==> config.mk <==
export PLATFORM = sky130hd
export DESIGN_NAME = level_wind_traverse_controller_flat
export DESIGN_NICKNAME = d
export VERILOG_FILES = /design/src/hdl/lwtc_pkg.sv /design/src/hdl/lwtc_ifs.sv /design/src/hdl/level_wind_traverse_controller.sv /design/src/flat_wrapper.sv
export SDC_FILE = /design/constraint.sdc
export NUM_CORES = 1
export LEC_CHECK = 0
export BUFFER_PORTS_ARGS = -buffer_cell sky130_fd_sc_hd__buf_2
export CORE_MARGIN = 2
export CORE_UTILIZATION = 58
export DETAILED_ROUTE_END_ITERATION = 8
export GPL_TIMING_DRIVEN = 1
export PLACE_DENSITY = 0.72
export SLEW_MARGIN = 40
export SYNTH_ARGS = -nofsm -noshare
export SYNTH_HDL_FRONTEND = slang
export SYNTH_SLANG_ARGS = --single-unit
==> constraint.sdc <==
create_clock -name clk -period 14.9 [get_ports clk]
set_input_delay 1.49 -clock clk [delete_from_list [all_inputs] [get_ports clk]]
set_output_delay 1.49 -clock clk [all_outputs]
set_load 0.01 [all_outputs]
==> src/hdl/lwtc_pkg.sv <==
// Shared types and constants for the level-wind traverse controller.
// Depends on nothing; the interfaces and the top level import it.
package lwtc_pkg;

  // Payload widths of the channel fields and configuration registers.
  localparam int REQ_W     = 2;
  localparam int TICK_W    = 7;
  localparam int DUTY_W    = 16;
  localparam int DRIVE_W   = 2;
  localparam int POS_W     = 8;
  localparam int CFG_IDX_W = 3;
  localparam int CFG_DAT_W = 16;
  localparam int MULT_W    = 4;
  localparam int PROD_W    = DUTY_W + MULT_W;
  localparam int RECIP_W   = 20;
  localparam int RECIP_SH  = 23;

  typedef logic [REQ_W-1:0]     req_t;
  typedef logic [DRIVE_W-1:0]   drive_t;
  typedef logic [DUTY_W-1:0]    duty_t;
  typedef logic [TICK_W-1:0]    tick_t;
  typedef logic [CFG_IDX_W-1:0] cfg_idx_t;
  typedef logic [CFG_DAT_W-1:0] cfg_dat_t;
  typedef logic [1:0]           cmd_t;
  typedef logic [1:0]           duty_op_t;

  // Event kinds.
  localparam req_t REQ_OPTO_ONE = 2'd0;
  localparam req_t REQ_OPTO_TWO = 2'd1;
  localparam req_t REQ_CARRIAGE = 2'd2;
  localparam req_t REQ_TICK     = 2'd3;

  // Bridge drive codes.
  localparam drive_t DRV_STOP  = 2'd0;
  localparam drive_t DRV_LEFT  = 2'd1;
  localparam drive_t DRV_RIGHT = 2'd2;
  localparam drive_t DRV_BRAKE = 2'd3;

  // Command bits.
  localparam cmd_t CMD_RELEASE = 2'b01;
  localparam cmd_t CMD_PULL    = 2'b10;

  // Register indexes.
  localparam cfg_idx_t REG_SPOOL_TICKS    = 3'd0;
  localparam cfg_idx_t REG_CARRIAGE_TICKS = 3'd1;
  localparam cfg_idx_t REG_DECEL_START    = 3'd2;
  localparam cfg_idx_t REG_PWM_PERIOD     = 3'd3;
  localparam cfg_idx_t REG_OPTO_OFF       = 3'd4;

  // What the output stage does with the duty word.
  localparam duty_op_t DOP_HOLD  = 2'd0;
  localparam duty_op_t DOP_FULL  = 2'd1;
  localparam duty_op_t DOP_ZERO  = 2'd2;
  localparam duty_op_t DOP_SCALE = 2'd3;

  localparam duty_t FULL_DUTY  = 16'hFFFF;
  localparam int    DUTY_STEPS = 10;
  // Reciprocal of ten, exact for products below 2^22.
  localparam logic [RECIP_W-1:0] RECIP_TEN = 20'hCCCCD;

  // Reset values of the registers.
  localparam tick_t RST_SPOOL_TICKS    = 7'd20;
  localparam tick_t RST_CARRIAGE_TICKS = 7'd20;
  localparam tick_t RST_DECEL_START    = 7'd10;
  localparam duty_t RST_PWM_PERIOD     = 16'hFFFF;

endpackage

==> src/hdl/lwtc_ifs.sv <==
// Valid/ready channel interfaces for event words and result words.
// Depends on lwtc_pkg.
interface lwtc_in_if;
  import lwtc_pkg::*;
  logic valid;
  logic ready;
  req_t req_type;
  logic opto_one_level;
  logic opto_two_level;
  logic limit_one;
  logic limit_two;

  modport source (output valid, req_type, opto_one_level, opto_two_level,
                  limit_one, limit_two, input ready);
  modport sink   (input valid, req_type, opto_one_level, opto_two_level,
                  limit_one, limit_two, output ready);
endinterface

interface lwtc_out_if;
  import lwtc_pkg::*;
  logic   valid;
  logic   ready;
  duty_t  duty_compare;
  drive_t drive_code;
  logic   run_active;

  modport source (output valid, duty_compare, drive_code, run_active, input ready);
  modport sink   (input valid, duty_compare, drive_code, run_active, output ready);
endinterface

==> src/hdl/level_wind_traverse_controller.sv <==
// Level-wind traverse controller: spool and carriage counting, command
// posting and the traverse task on control ticks. Depends on lwtc_pkg, lwtc_ifs.
// Event words pass the s1, s2 and output registers; a low out_if.ready stalls.
// Throughput: one word per cycle unless stalled; duty scaling is split over two
// registered multiplies (period times steps, then times one tenth).
// Reset (synchronous, rst_n low) restores the register defaults and clears
// all counters, posted commands and the task; the duty output resets to zero.
module level_wind_traverse_controller (
  input  logic                clk,
  input  logic                rst_n,
  input  logic                cfg_we,
  input  lwtc_pkg::cfg_idx_t  cfg_index,
  input  lwtc_pkg::cfg_dat_t  cfg_wdata,
  lwtc_in_if.sink             in_if,
  lwtc_out_if.source          out_if
);
  import lwtc_pkg::*;

  // Configuration registers.
  tick_t spool_ticks_r, carriage_ticks_r, decel_start_r;
  duty_t pwm_period_r;
  logic  opto_off_r;

  // Controller state.
  logic [POS_W-1:0] spool_pos_r, spool_pos_nxt;
  logic [POS_W-1:0] carr_pos_r, carr_pos_nxt;
  logic   run_en_r, run_en_nxt;
  cmd_t   pending_r, pending_nxt;
  logic   moving_r, moving_nxt;
  cmd_t   held_r, held_nxt;
  cmd_t   prev_r, prev_nxt;
  drive_t dir_r, dir_nxt;
  drive_t drive_r, drive_nxt;

  // Pipeline registers.
  logic              s1_valid_r, s2_valid_r, out_valid_r;
  duty_op_t          s1_op_r, s2_op_r, dop_nxt;
  logic [MULT_W-1:0] s1_mult_r, mult_nxt;
  duty_t             s1_period_r;
  drive_t            s1_drive_r, s2_drive_r;
  logic              s1_run_r, s2_run_r;
  logic [PROD_W-1:0] s2_prod_r;
  duty_t             out_duty_r;
  drive_t            out_drive_r;
  logic              out_run_r;

  logic advance, accept;
  logic [POS_W-1:0] spool_inc, spool_dec, carr_inc;
  logic signed [POS_W+1:0] decel_k;
  logic take, pass_on, both_lim;
  cmd_t held_eff;
  logic [RECIP_W+PROD_W-1:0] scaled;

  assign advance     = !out_valid_r || out_if.ready;
  assign in_if.ready = advance;
  assign accept      = in_if.valid && advance;

  always_ff @(posedge clk) begin
    if (!rst_n) begin
      spool_ticks_r    <= RST_SPOOL_TICKS;
      carriage_ticks_r <= RST_CARRIAGE_TICKS;
      decel_start_r    <= RST_DECEL_START;
      pwm_period_r     <= RST_PWM_PERIOD;
      opto_off_r       <= 1'b0;
    end else if (cfg_we) begin
      case (cfg_index)
        REG_SPOOL_TICKS:    spool_ticks_r    <= cfg_wdata[TICK_W-1:0];
        REG_CARRIAGE_TICKS: carriage_ticks_r <= cfg_wdata[TICK_W-1:0];
        REG_DECEL_START:    decel_start_r    <= cfg_wdata[TICK_W-1:0];
        REG_PWM_PERIOD:     pwm_period_r     <= cfg_wdata[DUTY_W-1:0];
        REG_OPTO_OFF:       opto_off_r       <= cfg_wdata[0];
        default: ;
      endcase
    end
  end

  assign spool_inc = spool_pos_r + 1'b1;
  assign spool_dec = spool_pos_r - 1'b1;
  assign carr_inc  = carr_pos_r + 1'b1;
  assign decel_k   = $signed({{2{carr_pos_r[POS_W-1]}}, carr_pos_r})
                   - $signed({3'b000, decel_start_r});

  // A tick with nothing running picks up the posted commands first.
  assign take     = !moving_r && (pending_r != 2'b00);
  assign held_eff = take ? pending_r : held_r;
  assign both_lim = in_if.limit_one && in_if.limit_two;
  assign pass_on  = run_en_r && !both_lim;

  always_comb begin
    spool_pos_nxt = spool_pos_r;
    carr_pos_nxt  = carr_pos_r;
    run_en_nxt    = run_en_r;
    pending_nxt   = pending_r;
    moving_nxt    = moving_r;
    held_nxt      = held_r;
    prev_nxt      = prev_r;
    dir_nxt       = dir_r;
    drive_nxt     = drive_r;
    dop_nxt       = DOP_HOLD;
    mult_nxt      = 4'(DUTY_STEPS - decel_k);
    case (in_if.req_type)
      REQ_OPTO_ONE: begin
        if (in_if.opto_two_level == opto_off_r) begin
          if ($signed({spool_inc[POS_W-1], spool_inc}) >
              $signed({2'b00, spool_ticks_r})) begin
            spool_pos_nxt = '0;
            run_en_nxt    = 1'b1;
            pending_nxt   = pending_r | CMD_RELEASE;
          end else begin
            spool_pos_nxt = spool_inc;
          end
        end
      end
      REQ_OPTO_TWO: begin
        if (in_if.opto_one_level == opto_off_r) begin
          if ($signed({spool_dec[POS_W-1], spool_dec}) <
              -$signed({2'b00, spool_ticks_r})) begin
            spool_pos_nxt = '0;
            run_en_nxt    = 1'b1;
            pending_nxt   = pending_r | CMD_PULL;
          end else begin
            spool_pos_nxt = spool_dec;
          end
        end
      end
      REQ_CARRIAGE: begin
        if ($signed({carr_inc[POS_W-1], carr_inc}) >
            $signed({2'b00, carriage_ticks_r})) begin
          carr_pos_nxt = '0;
          run_en_nxt   = 1'b0;
        end else begin
          carr_pos_nxt = carr_inc;
        end
      end
      REQ_TICK: begin
        if (take) begin
          held_nxt    = pending_r;
          pending_nxt = 2'b00;
        end
        if (moving_r || take) begin
          if (pass_on) begin
            moving_nxt = 1'b1;
            if (decel_k <= 0) begin
              dop_nxt = DOP_FULL;
            end else if (decel_k >= DUTY_STEPS) begin
              dop_nxt = DOP_ZERO;
            end else begin
              dop_nxt = DOP_SCALE;
            end
            if (in_if.limit_one) begin
              dir_nxt = DRV_RIGHT;
            end else if (in_if.limit_two) begin
              dir_nxt = DRV_LEFT;
            end else if (held_eff != prev_r) begin
              prev_nxt = held_eff;
              dir_nxt  = (dir_r == DRV_LEFT) ? DRV_RIGHT : DRV_LEFT;
            end
            drive_nxt = dir_nxt;
          end else begin
            // Run disabled before or by this pass: brake and go idle.
            if (run_en_r) begin
              dir_nxt    = DRV_STOP;
              run_en_nxt = 1'b0;
            end
            moving_nxt = 1'b0;
            dop_nxt    = DOP_FULL;
            drive_nxt  = DRV_BRAKE;
          end
        end
      end
      default: ;
    endcase
  end

  always_ff @(posedge clk) begin
    if (!rst_n) begin
      spool_pos_r <= '0;
      carr_pos_r  <= '0;
      run_en_r    <= 1'b0;
      pending_r   <= 2'b00;
      moving_r    <= 1'b0;
      held_r      <= CMD_RELEASE;
      prev_r      <= CMD_RELEASE;
      dir_r       <= DRV_STOP;
      drive_r     <= DRV_STOP;
    end else if (accept) begin
      spool_pos_r <= spool_pos_nxt;
      carr_pos_r  <= carr_pos_nxt;
      run_en_r    <= run_en_nxt;
      pending_r   <= pending_nxt;
      moving_r    <= moving_nxt;
      held_r      <= held_nxt;
      prev_r      <= prev_nxt;
      dir_r       <= dir_nxt;
      drive_r     <= drive_nxt;
    end
  end

  // Valid bits of the three stages; all stages move together.
  always_ff @(posedge clk) begin
    if (!rst_n) begin
      s1_valid_r  <= 1'b0;
      s2_valid_r  <= 1'b0;
      out_valid_r <= 1'b0;
    end else if (advance) begin
      s1_valid_r  <= in_if.valid;
      s2_valid_r  <= s1_valid_r;
      out_valid_r <= s2_valid_r;
    end
  end

  always_ff @(posedge clk) begin
    if (advance) begin
      s1_op_r     <= dop_nxt;
      s1_mult_r   <= mult_nxt;
      s1_period_r <= pwm_period_r;
      s1_drive_r  <= drive_nxt;
      s1_run_r    <= run_en_nxt;
      s2_op_r     <= s1_op_r;
      s2_prod_r   <= PROD_W'(s1_period_r) * PROD_W'(s1_mult_r);
      s2_drive_r  <= s1_drive_r;
      s2_run_r    <= s1_run_r;
    end
  end

  assign scaled = (RECIP_W+PROD_W)'(s2_prod_r) * (RECIP_W+PROD_W)'(RECIP_TEN);

  // The output duty word doubles as the held duty between passes.
  always_ff @(posedge clk) begin
    if (!rst_n) begin
      out_duty_r <= '0;
    end else if (advance && s2_valid_r) begin
      case (s2_op_r)
        DOP_FULL:  out_duty_r <= FULL_DUTY;
        DOP_ZERO:  out_duty_r <= '0;
        DOP_SCALE: out_duty_r <= scaled[RECIP_SH+DUTY_W-1:RECIP_SH];
        default:   out_duty_r <= out_duty_r;
      endcase
    end
  end

  always_ff @(posedge clk) begin
    if (advance && s2_valid_r) begin
      out_drive_r <= s2_drive_r;
      out_run_r   <= s2_run_r;
    end
  end

  assign out_if.valid        = out_valid_r;
  assign out_if.duty_compare = out_duty_r;
  assign out_if.drive_code   = out_drive_r;
  assign out_if.run_active   = out_run_r;

endmodule
==> src/flat_wrapper.sv <==
// flat-port wrapper written by rule: the top's interface ports become plain ports
module level_wind_traverse_controller_flat import lwtc_pkg::*;
  (clk, rst_n, cfg_we, cfg_index, cfg_wdata, in_if_valid, in_if_req_type, in_if_opto_one_level, in_if_opto_two_level, in_if_limit_one, in_if_limit_two, in_if_ready, out_if_valid, out_if_duty_compare, out_if_drive_code, out_if_run_active, out_if_ready);
  lwtc_in_if in_if_i ();
  lwtc_out_if out_if_i ();
  input  logic clk;
  input  logic rst_n;
  input  logic cfg_we;
  input  lwtc_pkg::cfg_idx_t cfg_index;
  input  lwtc_pkg::cfg_dat_t cfg_wdata;
  input wire logic [$bits(in_if_i.valid)-1:0] in_if_valid;
  input wire logic [$bits(in_if_i.req_type)-1:0] in_if_req_type;
  input wire logic [$bits(in_if_i.opto_one_level)-1:0] in_if_opto_one_level;
  input wire logic [$bits(in_if_i.opto_two_level)-1:0] in_if_opto_two_level;
  input wire logic [$bits(in_if_i.limit_one)-1:0] in_if_limit_one;
  input wire logic [$bits(in_if_i.limit_two)-1:0] in_if_limit_two;
  output wire logic [$bits(in_if_i.ready)-1:0] in_if_ready;
  output wire logic [$bits(out_if_i.valid)-1:0] out_if_valid;
  output wire logic [$bits(out_if_i.duty_compare)-1:0] out_if_duty_compare;
  output wire logic [$bits(out_if_i.drive_code)-1:0] out_if_drive_code;
  output wire logic [$bits(out_if_i.run_active)-1:0] out_if_run_active;
  input wire logic [$bits(out_if_i.ready)-1:0] out_if_ready;
  assign in_if_i.valid = in_if_valid;
  assign in_if_i.req_type = in_if_req_type;
  assign in_if_i.opto_one_level = in_if_opto_one_level;
  assign in_if_i.opto_two_level = in_if_opto_two_level;
  assign in_if_i.limit_one = in_if_limit_one;
  assign in_if_i.limit_two = in_if_limit_two;
  assign in_if_ready = in_if_i.ready;
  assign out_if_valid = out_if_i.valid;
  assign out_if_duty_compare = out_if_i.duty_compare;
  assign out_if_drive_code = out_if_i.drive_code;
  assign out_if_run_active = out_if_i.run_active;
  assign out_if_i.ready = out_if_ready;
  level_wind_traverse_controller u_core (.clk(clk), .rst_n(rst_n), .cfg_we(cfg_we), .cfg_index(cfg_index), .cfg_wdata(cfg_wdata), .in_if(in_if_i), .out_if(out_if_i));
endmodule
==> results of run 1 <==
-- flip-flops by register name (all words and copies together) (netlist names), 2 cells and up --
signal / cells
u_core.s2_prod_r: 20
u_core.out_if.duty_compare: 16
u_core.pwm_period_r: 16
u_core.s1_period_r: 16
u_core.carr_pos_r: 8
u_core.spool_pos_r: 8
u_core.carriage_ticks_r: 7
u_core.decel_start_r: 7
u_core.spool_ticks_r: 7
u_core.s1_mult_r: 4
u_core.dir_r: 2
u_core.drive_r: 2
u_core.held_r: 2
u_core.out_if.drive_code: 2
u_core.pending_r: 2
u_core.prev_r: 2
u_core.s1_drive_r: 2
u_core.s1_op_r: 2
u_core.s2_drive_r: 2
u_core.s2_op_r: 2
-- worst max-delay path by stage --
stage,start,endpoint
2_1_floorplan,u_core.s2_prod_r[8]$_DFFE_PN_,u_core.out_if.duty_compare[15]$_SDFFE_PN0P_
3_3_place_gp,u_core.s2_prod_r[0]$_DFFE_PN_,u_core.out_if.duty_compare[15]$_SDFFE_PN0P_
3_5_place_dp,u_core.s2_prod_r[10]$_DFFE_PN_,u_core.out_if.duty_compare[15]$_SDFFE_PN0P_
4_1_cts,u_core.s2_prod_r[10]$_DFFE_PN_,u_core.out_if.duty_compare[15]$_SDFFE_PN0P_
5_1_grt,u_core.s2_prod_r[10]$_DFFE_PN_,u_core.out_if.duty_compare[15]$_SDFFE_PN0P_
6_report,u_core.s2_prod_r[10]$_DFFE_PN_,u_core.out_if.duty_compare[15]$_SDFFE_PN0P_
-- critical path, stage by stage (launching register included) --
cell and delay, ns:
edfxtp_1 0.54, ha_1 0.46, ha_1 0.35, fa_1 0.54, fa_1 0.44, fa_1 0.51
fa_1 0.54, inv_1 0.05, fa_1 0.49, inv_1 0.04, ha_1 0.35, nand2_1 0.07
o21ai_0 0.27, a311o_1 0.22, a31oi_4 0.06, o41ai_4 0.55, a31oi_4 0.18, o31ai_4 0.35
a211o_1 0.24, mux2i_1 0.21, and4_1 0.20
-- routing by layer --
layer / up-vias / share of wire [%]
met5: - / 0
met4: 0 / 1.8
met3: 42 / 3.7
met2: 226 / 48
met1: 5280 / 47
li1: 5280 / -
-- cells by family after synthesis --
logic type / Yosys count / synth area share [%]
adders and majority gates: 420 / 42.89
and+or+nand+nor: 394 / 12.06
buffers and inverters: 295 / 7.372
AOI/OAI and AO/OA: 230 / 10.10
DFF: 138 / 21.93
xor gates and xnor gates: 83 / 4.840
muxes: 12 / 0.8081
-- stage by stage --
step | hold slack (ns) | utilization, % | std cells | setup slack [ns]
finish | 0.4122 | 63.97 | 1957 | 8.185
global route | 0.4181 | 63.97 | 1957 | 7.944
CTS | 0.4152 | 63.96 | 1957 | 8.205
detailed placement | 0.4045 | 61.57 | 1925 | 8.207
global placement | 0.4044 | 61.55 | 1925 | 8.400
floorplan | 0.4003 | - | 1572 | 8.820
-- area by class of cell --
cell class / instances / area, µm²
multi-input cells: 1139 / 10620
clock inverters: 15 / 180.2
well taps: 330 / 412.9
flip-flops and latches: 138 / 3293
inverters: 266 / 998.5
fillers: 2033 / 9126
clock buffers: 17 / 425.4
repair buffers: 52 / 267.8
-- cell usage in the layout (no fill, tap or decap), drive strengths merged, types with 42 or more instances in the layout --
master / synthesis / final
a21oi: 83 / 83
buf: 0 / 52
dfxtp: 85 / 85
edfxtp: 53 / 53
fa: 158 / 158
ha: 262 / 262
inv: 265 / 274
nand2: 177 / 177
nand3: 43 / 43
nor2: 66 / 66
xnor2: 42 / 42
==> flow_summary.ini, run 1 <==
[cts]
cts_resized = 0
ctsHoldBuffers = 0
numCtsBuffers = 17
ctsHtreeMaxLevel = 4
cts_max_path_buffers = 2
path_clk_slew_ns = 0.07
cts-root-buf = clkbuf_16
clock_latency_ns = 0.42
post-cts-setup-buffer-count = 0
tritoncts = yes
cts.sinks = 138

[critical_path]
crit_arrival_ns = 7.09
reg2regPathDepth = 20
critPathRequiredTime_ns = 15.27
crit_type = flip-flop to flip-flop
cp_max_fo = 5
cp-start-kind = flip-flop
r2r_end = u_core.out_if.duty_compare[15]$_SDFFE_PN0P_
r2r-start = u_core.s2_prod_r[10]$_DFFE_PN_
reg2reg_slack_ns = 8.19
crit_path_end_kind = flip-flop

[sta]
fin_crit_sh_pct = 45.07
period_needed_ns = 6.715
worst_pin_slew_ns = 0.7355
tns_ns = 0
worst_slew_margin_rel_pct = 50.67
setup-violations-final = 0
drv_slew = 0
fin_worst_skew_ns = 0.02260
rsz0062_at_grt = false
max_freq_mhz = 148.9
hold_viol_final = 0

[routing]
postRouteAntennaNets = 0
wirelength_um = 32670
viasPerCell = 5.533
firstDrtPassIters = 7
vias = 10830
drt_iter0_drc = 651
post_drt_wl_per_cell_um = 16.69
drc_errors = 0

[logic_synthesis]
syn_avg_cell_area_um2 = 9.554
seq_area_frac_synth_pct = 21.93
synth.most_common_cell = inv_1
async_flop_share_pct = 0
synth_warnings = 0
synth_top_area_cell = ha_1
synth_area_um2 = 15020
synth_cell_types = 65
synth-edff-count = 53
synth.area.top_cells = ha_1, fa_1, dfxtp_1
syn_inst = 1572
ys_top_cells_by_count = inv_1, ha_1, nand2_1
synth_seq_cells = 138
synth_top_area_share_pct = 21.83
syn-num-nets = 2022
synthFlopType = dfxtp_1

[worst_hold_path]
hold_depth = 0
min-delay-start = u_core.s1_op_r[1]$_SDFFCE_PP0N_
holdPathEnd = u_core.s2_op_r[1]$_DFFE_PN_
min_path_type = flip-flop to flip-flop

[die]
rows = 58
die_area_um2 = 27200
die_y_um = 164.9
coreArea_um2 = 25330
dieWidth_um = 164.9
io_pins = 51
start_util_pct = 59.30

[global_route]
busiest_layer = met2
grt.overflow.total = 0
grt_pass1_vias = 11060
grt_util_met3_pct = 3.189
antenna_found_initial = 0
grt.met2_usage_pct = 43.46
grt_usage_pct = 25.61
grt_first_pass_wirelength_um = 54350
grt_max_degree = 48
use_met1_pct = 34.83

[cells_and_area]
drive_gt1_share_pct = 6.515
design_area_um2 = 16200
area_delta_synth_final_pct = 7.864
diodes = 0
fin_nets = 2064

[placement]
gp_congestion = 0.9512
io_buffers = 50
postPlaceCellArea_um2 = 15590
dp_hpwl_um = 26890

[job]
cap_violations = 0

[status]
status = complete, no violations
Power of run 1 is left out: the tool's default activity adds up to more than one toggle a clock period on the data nets, which glitch-free logic cannot reach.
==> run 2: changes to the inputs <==
PLACE_DENSITY = 0.75   (was 0.72)
clock period = 6.08 ns   (was 14.9 ns; I/O delays follow)
==> flow_summary.ini, run 2 (synthesized netlist as in run 1, its figures left out) <==
[status]
status = finished with violations
violations = setup timing

[routing]
firstDrtPassIters = 5
vias = 11570
drc_errors = 0
post_drt_wl_per_cell_um = 17.48
viasPerCell = 5.577
drt_iter0_drc = 694
wirelength_um = 36270
postRouteAntennaNets = 0

[cells_and_area]
final-seq-area_um2 = 3293
fin_nets = 2182
layout_commonest_cell = inv_1
design_area_um2 = 17680
largest_reg_flops = 20
area_delta_synth_final_pct = 17.74
fillers = 1860
multi_input_area_um2 = 11200
mostFrequentLayoutCells = inv_1, ha_1, nand2_1, fa_1, buf_4
drive_gt1_share_pct = 16.96
top_register = u_core.s2_prod_r
diodes = 0

[sta]
fin_crit_sh_pct = 100.1
fin_worst_skew_ns = 0.01708
worst_pin_slew_ns = 0.7475
fin_ws_ns = -0.006061
rsz0062_at_grt = true
setup-violations-final = 1
tns_ns = -0.006061
period_needed_ns = 6.086
worst_slew_margin_rel_pct = 49.86
max_freq_mhz = 164.3
hold_viol_final = 0
drv_slew = 0

[cts]
cts-root-buf = clkbuf_16
ctsHoldBuffers = 0
numCtsBuffers = 17
ctsHtreeMaxLevel = 4
cts.sinks = 138
cts_max_path_buffers = 2
path_clk_slew_ns = 0.07
tritoncts = yes
clock_latency_ns = 0.43

[global_route]
grt.overflow.total = 0
grt_first_pass_wirelength_um = 56500
antenna_found_initial = 0
grt_max_degree = 56
grt_pass1_vias = 11530
grt_usage_pct = 26.65

[placement]
gp_congestion = 0.9314
dp_hpwl_um = 28350
io_buffers = 50
postPlaceCellArea_um2 = 16220

[critical_path]
cp_max_fo = 5
crit_buf_inv = 2
crit_path_end_kind = flip-flop
crit_path_frequent_cell = fa_1
critPathRequiredTime_ns = 6.39
cp_top_family = adder cells
cp-start-kind = flip-flop
cpMaxStageDelayCell = fa_1
crit_arrival_ns = 6.40
cp_slowest_stage_delay_ns = 0.55
worstPathCellList = ha_4 > fa_1 > ha_1 > fa_1 > fa_1 > fa_1 > inv_1 > fa_1 > inv_1 > ha_4 > a21oi_2 > o21ai_2 > a311o_1 > a31oi_4 > o41ai_4 > a31oi_4 > o31ai_4 > a21o_1 > a2111oi_4 > nor2_1
crit_type = flip-flop to flip-flop

[die]
io_pins = 51
start_util_pct = 59.30
die_y_um = 164.9
coreArea_um2 = 25330
rows = 58
die_area_um2 = 27200
dieWidth_um = 164.9

[job]
cap_violations = 0

[worst_hold_path]
min_path_type = input pin to flip-flop
## run 2: cell types whose count changed in the layout (fill, tap and decap cells not counted), moves of 5 or more
cell     change
inv_1        -9
inv_2        +9
ha_2         +5
buf_6       +13
a21oi_1      -8
ha_4        +32
a21oi_2      +6
ha_1        -37
buf_4      +105
## run 2: cell type report
class	count	area share, %
clock inverter	14	0.8632
clock buffer	18	2.427
tap	330	2.335
multi-input combinational	1139	63.31
sequential	138	18.62
inverter	266	5.646
timing repair buffer	170	6.799
## run 2: metrics by stage
| stage | util, % | cells | hold WS, ns | setup slack [ns] |
|---|---|---|---|---|
| 2_1_floorplan | - | 1572 | 0.4003 | 0.0003872 |
| 3_3_place_gp | 64.04 | 2009 | 0.4007 | -0.1295 |
| 3_5_place_dp | 64.05 | 2009 | 0.4052 | -0.2677 |
| 4_1_cts | 67.71 | 2059 | 0.3815 | 0.004816 |
| 5_1_grt | 69.83 | 2075 | 0.3990 | -0.2050 |
| 6_report | 69.83 | 2075 | 0.3892 | -0.006061 |
## run 2: worst min-delay path, stage by stage
cell and delay (ns):
buf_2 0.07, nand2_1 0.04, nand3_1 0.06
## run 2: final timing paths
check | start | end | slack, ns | cells past startpoint
min | cfg_wdata[11] | u_core.pwm_period_r[11]$_SDFFE_PN1P_ | 0.39 | 3
max | u_core.s2_prod_r[14]$_DFFE_PN_ | u_core.out_if.duty_compare[13]$_SDFFE_PN0P_ | -0.006 | 20
max reg2reg | u_core.s2_prod_r[14]$_DFFE_PN_ | u_core.out_if.duty_compare[13]$_SDFFE_PN0P_ | -0.006 | 20
min reg2reg | u_core.s2_run_r$_DFFE_PN_ | u_core.out_if.run_active$_DFFE_PP_ | 0.41 | 0
## run 2: timing repair
item                                   CTS  global route
endpoints found under the hold margin    0             0
resized for setup                       25            74
buffers inserted                        18            16
pin swaps                               20            73
setup endpoints to repair               14            15
## run 2: layer usage
layer	up-vias	track usage [%]	part of all wire, %
li1	5523	-	-
met1	5652	35.64	44
met2	329	45.63	49
met3	69	3.666	5.3
met4	0	7.194	2.5
met5	-	0	0
Power of run 2 is left out for the same reason.
